<file path="src/hdl/wlsq_pkg.sv">
package wlsq_pkg;

  localparam int unsigned GainW = 26;
  localparam int unsigned AccW  = 48;

  // Q2.24 gains, rounded to nearest
  localparam logic signed [GainW-1:0] GVx = 26'sd29663562;
  localparam logic signed [GainW-1:0] GWx = 26'sd1112384;
  localparam logic signed [GainW-1:0] GVy = 26'sd29455244;
  localparam logic signed [GainW-1:0] GWy = 26'sd1104572;
  localparam logic signed [GainW-1:0] GWz = 26'sd1472762;
  localparam logic signed [GainW-1:0] GVz = 26'sd16131938;

  localparam logic [15:0] VMaxRst  = 16'd51610;
  localparam logic [11:0] DvMaxRst = 12'd205;

  localparam logic RegVMax  = 1'b0;
  localparam logic RegDvMax = 1'b1;

  typedef enum logic [5:0] {
    StIdle = 6'b000001,
    StMac  = 6'b000010,
    StUpd  = 6'b000100,
    StDiv  = 6'b001000,
    StNext = 6'b010000,
    StOut  = 6'b100000
  } state_e;

  typedef struct packed {
    logic       start;
    logic [4:0] dividend;
  } div_ctl_t;

endpackage

</file>
<file path="src/hdl/wlsq_div.sv">
// Restoring divider, one quotient bit per cycle: q = num / den.
module wlsq_div #(
  parameter int unsigned NumW = 29
) (
  input  logic            clk_i,
  input  logic            rst_ni,
  input  logic            start_i,
  input  logic [NumW-1:0] num_i,
  input  logic [15:0]     den_i,
  output logic            done_o,
  output logic [NumW-1:0] quo_o
);
  localparam int unsigned CntW = $clog2(NumW + 1);

  logic [NumW-1:0] quo_q, quo_d;
  logic [16:0]     rem_q, rem_d;
  logic [CntW-1:0] cnt_q, cnt_d;
  logic            busy_q, busy_d;
  logic [16:0]     trial;

  always_comb begin
    quo_d  = quo_q;
    rem_d  = rem_q;
    cnt_d  = cnt_q;
    busy_d = busy_q;
    trial  = {rem_q[15:0], quo_q[NumW-1]};
    if (start_i) begin
      quo_d  = num_i;
      rem_d  = '0;
      cnt_d  = CntW'(NumW);
      busy_d = 1'b1;
    end else if (busy_q) begin
      if (trial >= {1'b0, den_i}) begin
        rem_d = trial - {1'b0, den_i};
        quo_d = {quo_q[NumW-2:0], 1'b1};
      end else begin
        rem_d = trial;
        quo_d = {quo_q[NumW-2:0], 1'b0};
      end
      cnt_d = cnt_q - 1'b1;
      if (cnt_q == CntW'(1)) busy_d = 1'b0;
    end
  end

  always_ff @(posedge clk_i or negedge rst_ni) begin
    if (!rst_ni) begin
      busy_q <= 1'b0;
      cnt_q  <= '0;
    end else begin
      busy_q <= busy_d;
      cnt_q  <= cnt_d;
    end
  end

  always_ff @(posedge clk_i) begin
    quo_q <= quo_d;
    rem_q <= rem_d;
  end

  assign done_o = busy_q && (cnt_q == CntW'(1));
  assign quo_o  = quo_d;
endmodule

</file>
<file path="src/hdl/weighted_lsq_motor_mixer.sv">
// Four-motor weighted least-squares mixer. A transfer on the command channel
// carries six signed Q4.12 axis values; after computation one transfer on the
// result channel carries four PWM counts and the four updated Q4.12 voltages.
// Work is done by one shared 16x26 multiplier (six products, three
// accumulators) and one bit-serial divider for the PWM scaling, under a small
// sequencer: an item takes the multiply steps, then per motor an update step,
// a divide and a step to the next motor, then an output step. The block holds
// stall high while busy and while a result waits. The user must write v_max
// and dv_max through the config port only while idle; the block itself does
// not enforce it. A v_max of zero gives zero PWM counts.
module weighted_lsq_motor_mixer #(
  parameter int unsigned PWM_BITS  = 13,
  parameter int unsigned FRAC_BITS = 12
) (
  input  logic                clk_i,
  input  logic                rst_ni,
  input  logic                in_valid_i,
  output logic                in_stall_o,
  input  logic signed [15:0]  vel_x_i,
  input  logic signed [15:0]  vel_y_i,
  input  logic signed [15:0]  vel_z_i,
  input  logic signed [15:0]  rate_x_i,
  input  logic signed [15:0]  rate_y_i,
  input  logic signed [15:0]  rate_z_i,
  output logic                out_valid_o,
  input  logic                out_stall_i,
  output logic [PWM_BITS-1:0] pwm_0_o,
  output logic [PWM_BITS-1:0] pwm_1_o,
  output logic [PWM_BITS-1:0] pwm_2_o,
  output logic [PWM_BITS-1:0] pwm_3_o,
  output logic [15:0]         volt_0_o,
  output logic [15:0]         volt_1_o,
  output logic [15:0]         volt_2_o,
  output logic [15:0]         volt_3_o,
  input  logic                cfg_we_i,
  input  logic                cfg_idx_i,
  input  logic [15:0]         cfg_data_i
);
  import wlsq_pkg::*;

  localparam int unsigned NumW = 16 + PWM_BITS;

  // Reset defaults: 12.6 V and 0.05 V in the FRAC_BITS scale, rounded
  localparam longint unsigned VMaxRaw  = (126 * (64'd1 << FRAC_BITS) + 5) / 10;
  localparam longint unsigned DvMaxRaw = (5 * (64'd1 << FRAC_BITS) + 50) / 100;
  localparam logic [15:0] VMaxInit  = (VMaxRaw > 64'd65535) ? 16'hFFFF : 16'(VMaxRaw);
  localparam logic [11:0] DvMaxInit = (DvMaxRaw > 64'd4095) ? 12'hFFF : 12'(DvMaxRaw);

  state_e state_q, state_d;
  logic [15:0] vmax_q;
  logic [11:0] dvmax_q;
  logic [15:0] volts_q [4];
  logic [PWM_BITS-1:0] pwm_q [4];
  logic signed [15:0] in_q [6];
  logic signed [AccW-1:0] c1_q, c2_q, c3_q;
  logic [2:0] step_q;
  logic [1:0] mot_q;
  logic       out_valid_q;

  logic signed [15:0]    mul_a;
  logic signed [GainW-1:0] mul_b;
  logic signed [AccW-1:0]  prod;

  // Shared multiplier: one input times one gain per cycle.
  always_comb begin
    mul_a = in_q[step_q];
    unique case (step_q)
      3'd0:    mul_b = GVx;
      3'd1:    mul_b = -GWx;
      3'd2:    mul_b = GVy;
      3'd3:    mul_b = -GWy;
      3'd4:    mul_b = GWz;
      default: mul_b = GVz;
    endcase
    prod = AccW'(mul_a) * AccW'(mul_b);
  end

  // Per-motor update
  logic signed [AccW-1:0] acc, rb;
  logic signed [AccW-1:0] dv;
  logic signed [18:0]     vsum;
  logic [15:0]            vnew;
  logic signed [AccW-1:0] lim;

  always_comb begin
    acc = -c3_q;
    if (mot_q == 2'd0 || mot_q == 2'd3) acc = acc - c1_q; else acc = acc + c1_q;
    if (mot_q == 2'd1 || mot_q == 2'd3) acc = acc - c2_q; else acc = acc + c2_q;
    rb  = acc + AccW'(64'sd8388608);
    dv  = rb >>> 24;
    lim = AccW'({1'b0, dvmax_q});
    if (dv > lim) dv = lim;
    if (dv < -lim) dv = -lim;
    vsum = 19'(signed'({3'b0, volts_q[mot_q]})) + 19'(dv);
    if (vsum < 0) vnew = '0;
    else if (vsum > 19'(signed'({3'b0, vmax_q}))) vnew = vmax_q;
    else vnew = vsum[15:0];
  end

  // PWM divide: v*(2^P-1)/v_max, started on the freshly updated voltage
  logic            div_start, div_done;
  logic [NumW-1:0] div_num, div_quo;
  logic [15:0]     vcur;
  assign vcur    = vnew;
  assign div_num = NumW'({vcur, {PWM_BITS{1'b0}}}) - NumW'(vcur);
  assign div_start = (state_q == StUpd);

  wlsq_div #(.NumW(NumW)) u_div (
    .clk_i,
    .rst_ni,
    .start_i (div_start),
    .num_i   (div_num),
    .den_i   (vmax_q),
    .done_o  (div_done),
    .quo_o   (div_quo)
  );

  logic in_acc, out_acc;
  assign in_acc  = in_valid_i && !in_stall_o;
  assign out_acc = out_valid_q && !out_stall_i;
  assign in_stall_o = (state_q != StIdle) || out_valid_q;

  always_comb begin
    state_d = state_q;
    unique case (state_q)
      StIdle: if (in_acc) state_d = StMac;
      StMac:  if (step_q == 3'd5) state_d = StUpd;
      StUpd:  state_d = StDiv;
      StDiv:  if (div_done) state_d = StNext;
      StNext: state_d = (mot_q == 2'd3) ? StOut : StUpd;
      StOut:  state_d = StIdle;
      default: state_d = StIdle;
    endcase
  end

  always_ff @(posedge clk_i or negedge rst_ni) begin
    if (!rst_ni) begin
      state_q     <= StIdle;
      vmax_q      <= VMaxInit;
      dvmax_q     <= DvMaxInit;
      step_q      <= '0;
      mot_q       <= '0;
      out_valid_q <= 1'b0;
      for (int i = 0; i < 4; i++) volts_q[i] <= '0;
    end else begin
      state_q <= state_d;
      if (cfg_we_i) begin
        unique case (cfg_idx_i)
          RegVMax:  vmax_q  <= cfg_data_i;
          RegDvMax: dvmax_q <= cfg_data_i[11:0];
          default:  ;
        endcase
      end
      if (out_acc) out_valid_q <= 1'b0;
      unique case (state_q)
        StIdle: begin
          step_q <= '0;
          mot_q  <= '0;
        end
        StMac:  step_q <= step_q + 3'd1;
        StUpd:  volts_q[mot_q] <= vnew;
        StNext: mot_q <= mot_q + 2'd1;
        StOut:  out_valid_q <= 1'b1;
        default: ;
      endcase
    end
  end

  always_ff @(posedge clk_i) begin
    if (in_acc) begin
      in_q[0] <= vel_x_i;
      in_q[1] <= rate_x_i;
      in_q[2] <= vel_y_i;
      in_q[3] <= rate_y_i;
      in_q[4] <= rate_z_i;
      in_q[5] <= vel_z_i;
      c1_q <= '0;
      c2_q <= '0;
      c3_q <= '0;
    end else if (state_q == StMac) begin
      if (step_q < 3'd2) c1_q <= c1_q + prod;
      else if (step_q < 3'd5) c2_q <= c2_q + prod;
      else c3_q <= c3_q + prod;
    end
    if (div_done) begin
      pwm_q[mot_q] <= (vmax_q == 16'd0) ? '0 : div_quo[PWM_BITS-1:0];
    end
  end

  assign out_valid_o = out_valid_q;
  assign pwm_0_o  = pwm_q[0];
  assign pwm_1_o  = pwm_q[1];
  assign pwm_2_o  = pwm_q[2];
  assign pwm_3_o  = pwm_q[3];
  assign volt_0_o = volts_q[0];
  assign volt_1_o = volts_q[1];
  assign volt_2_o = volts_q[2];
  assign volt_3_o = volts_q[3];

`ifndef SYNTHESIS
  a_no_accept_busy: assert property (@(posedge clk_i) disable iff (!rst_ni)
    (state_q != StIdle) |-> !in_acc) else $error("accept while busy");
  a_out_after_seq: assert property (@(posedge clk_i) disable iff (!rst_ni)
    $rose(out_valid_q) |-> $past(state_q == StOut)) else $error("stray result");
  a_volt_cap: assert property (@(posedge clk_i) disable iff (!rst_ni)
    $past(state_q == StUpd) |-> (volts_q[$past(mot_q)] <= $past(vmax_q)))
    else $error("voltage above v_max");
`endif
endmodule
</file>
<file path="config.mk">
export PLATFORM = sky130hd
export DESIGN_NAME = weighted_lsq_motor_mixer
export DESIGN_NICKNAME = d
export VERILOG_FILES = /design/src/hdl/wlsq_pkg.sv /design/src/hdl/wlsq_div.sv /design/src/hdl/weighted_lsq_motor_mixer.sv
export SDC_FILE = /design/constraint.sdc
export NUM_CORES = 2
export LEC_CHECK = 0
export BUFFER_PORTS_ARGS = -buffer_cell sky130_fd_sc_hd__buf_2
export CAP_MARGIN = 25
export CORE_MARGIN = 4
export CORE_UTILIZATION = 35
export CTS_BUF_LIST = sky130_fd_sc_hd__clkbuf_8
export DETAILED_ROUTE_END_ITERATION = 7
export PLACE_DENSITY = 0.63
export SKIP_CTS_REPAIR_TIMING = 1
export SYNTH_ARGS = -nofsm -noshare
export SYNTH_HDL_FRONTEND = slang
export SYNTH_SLANG_ARGS = --single-unit
</file>
<file path="constraint.sdc">
create_clock -name clk_i -period 19.1 [get_ports clk_i]
set_input_delay 0.955 -clock clk_i [delete_from_list [all_inputs] [get_ports clk_i]]
set_output_delay 0.955 -clock clk_i [all_outputs]
set_load 0.01 [all_outputs]
</file>
==> flow_metrics.tcl <==
set metrics [dict create \
    drive_gt1_share_pct 10.69 \
    crit_top_cell "o21ai_0" \
    port-buffer-count 235 \
    vias 42092 \
    synth_area_leaders "fa_1, ha_1, edfxtp_1" \
    ys.flop_type "dfxtp_1" \
    cp.buffers_inverters 3 \
    cap_violations 0 \
    rows 136 \
    cp.depth 88 \
    slew-limit-headroom_pct 28.35 \
    nNetsFinal 6816 \
    synth_area_sq_mm 0.04880 \
    drv_slew 0 \
    numCtsBuffers 81 \
    finalInstanceArea_sq_mm 0.05423 \
    die_h_um 381.4 \
    clock-sinks 444 \
    synth.mux.area_fraction_pct 2.990 \
    drc 0 \
    pre_cts_ws_ns -0.2794 \
    yosys.area_share.simple_pct 17.59 \
    clk_pin_slew_ns 0.08 \
    end_kind "register" \
    fmax_mhz 56.10 \
    root_buffer "clkbuf_8" \
    slowest_stage "or4b_2" \
    multi_input_area_sq_mm 0.03511 \
    cpPeakStageDelay_ns 0.69 \
    synth_edf_count 164 \
    synth_top_area_cell "fa_1" \
    status "complete, no violations" \
    startpoint_type "register" \
    reg2reg_setup_slack_ns 1.27 \
    min_period_over_period_pct 93.33 \
    drt_iter0_drc 3050 \
    hp-class "primary input to asynchronous set/reset pin" \
    grt_use_total_pct 20.55 \
    worst_pin_slew_ns 1.068 \
    yosysSeqAreaShare_pct 22.74 \
    die_area_sq_mm 0.1455 \
    avgSynthCellArea_sq_um 8.637 \
    htreeDepth 3 \
    ff2ff_path_depth 88 \
    synth_top_family_by_area "adder cells" \
    grt-ovfl-total 0 \
    timing.final.ws_setup_ns 1.275 \
    clk_latency_ns 0.74 \
    vias_per_cell 5.399 \
    report.final.hold_viol_count 0 \
    drt-total-wl_mm 153.7 \
    synth_cells 5650 \
    netlist_top_cells_count "nand2_1, inv_1, nor2_1, a21oi_1, ha_1" \
    synth-async-reset-ratio_pct 24.77 \
    synth_compound_area_share_pct 16.23 \
    cts_tree "built" \
    die_x_um 381.4 \
    fillers 13989 \
    final_antenna_net_count 0 \
    clockBufferDepth 3 \
    worstPathArrival_ns 18.30 \
    cp.required_ns 19.57 \
    yosys.area_share.adder_pct 27.45 \
    final_util_pct 39.30 \
    synth.most_common_cell "nand2_1" \
    setup_viol 0 \
    seq_area_sq_mm 0.01110 \
    crit_family "simple AND/OR/NAND/NOR gates" \
    cp_max_fo 20 \
    ys_types 102 \
    synth-xor-area-share_pct 7.161 \
    tns_ns 0 \
    grt_max_degree 176 \
    antenna_found_initial 2 \
    hpwl_mm 124.4 \
    grt_pass1_vias 41320 \
    crit_type "register to register" \
    drt_pass1_iterations 5 \
    netlist.area_leader.share_pct 16.16 \
    dpl_cell_area_sq_mm 0.05224 \
    start_util_pct 35.36 \
    period_minus_slack_ns 17.83 \
    synth_nets 6602 \
    area_growth_pct 11.13 \
    yosys_warnings 0 \
    wl_per_cell_um 19.71 \
    ios 236 \
    ys_seq_elements 444 \
    finClkSkew_ns 0.03503 \
    coreArea_sq_mm 0.1380 \
    gp_congestion 0.9920 \
    grt_pass1_wl_mm 237.8 \
]
registers in the layout, indices dropped and copies added, names as in the netlist, 2 cells and up:
register     count
step_q           3
c3_q            47
u_div.cnt_q      5
u_div.rem_q     16
volt_1_o        16
c2_q            47
volt_0_o        16
dvmax_q         12
pwm_q           52
in_q            96
u_div.quo_q     29
mot_q            2
state_q          6
c1_q            47
volt_2_o        16
volt_3_o        16
vmax_q          16
placed cells by master (no fill, tap or decap), types with 33 or more instances in the layout:
cell,n
xnor2_1,252
and3_1,38
o21a_1,33
dfrtp_1,93
clkbuf_8,88
a211oi_1,56
o21ai_0,293
or2_2,47
or3_1,57
o31ai_1,40
xor2_1,142
buf_2,234
mux2i_1,44
edfxtp_1,164
nor3_1,105
nor4_1,39
o211ai_1,36
nor2_1,442
nor2b_1,44
nand2_1,710
nand3_1,126
nand2b_1,48
dfxtp_1,169
buf_4,76
inv_1,594
nand4_1,49
a21oi_1,435
ha_1,439
fa_1,394
a21o_1,117
area by class of cell:
type	count	share of cell area [%]
Clock inverter	62	0.9575
Inverter	572	3.959
Tap cell	1863	4.298
Timing Repair Buffer	314	3.332
Clock buffer	88	2.233
Antenna cell	2	0.009229
Sequential cell	444	20.47
Multi-Input combinational cell	4451	64.74
routing by layer:
metal  part of all wire [%]  GRT usage [%]
met1                     43          27.35
met3                    5.8          2.649
met2                     47          34.31
met5                      0              0
met4                    3.8          7.369
kinds of logic after synthesis:
group,after synthesis
buffers and inverters,755
flip-flops,444
multiplexers,102
AND/OR/NAND/NOR,1849
adder cells (fa/ha/maj),834
AO/OA/AOI/OAI,1267
XOR/XNOR,399
per-stage QoR:
step / std cells / hold slack, ns
floorplan: 5650 / 0.4455
global placement: 7636 / 0.4637
detailed placement: 7638 / 0.4680
CTS: 7788 / 0.1391
global route: 7796 / 0.1992
finish: 7796 / 0.2082
path summary, 6_finish.rpt:
check | startpoint | end
max in group asynchronous | rst_ni | step_q[0]
worst min register to register | u_div.rem_q[15] | u_div.rem_q[15]
min in group clk_i | rate_x_i[11] | in_q[1][11]
worst min-delay path | rst_ni | volt_2_o[4]
worst max register to register | c1_q[1] | u_div.quo_q[27]
worst max-delay path | c1_q[1] | u_div.quo_q[27]
Power is left out: the tool's default activity adds up to more than one toggle a clock period on the data nets, which glitch-free logic cannot reach.
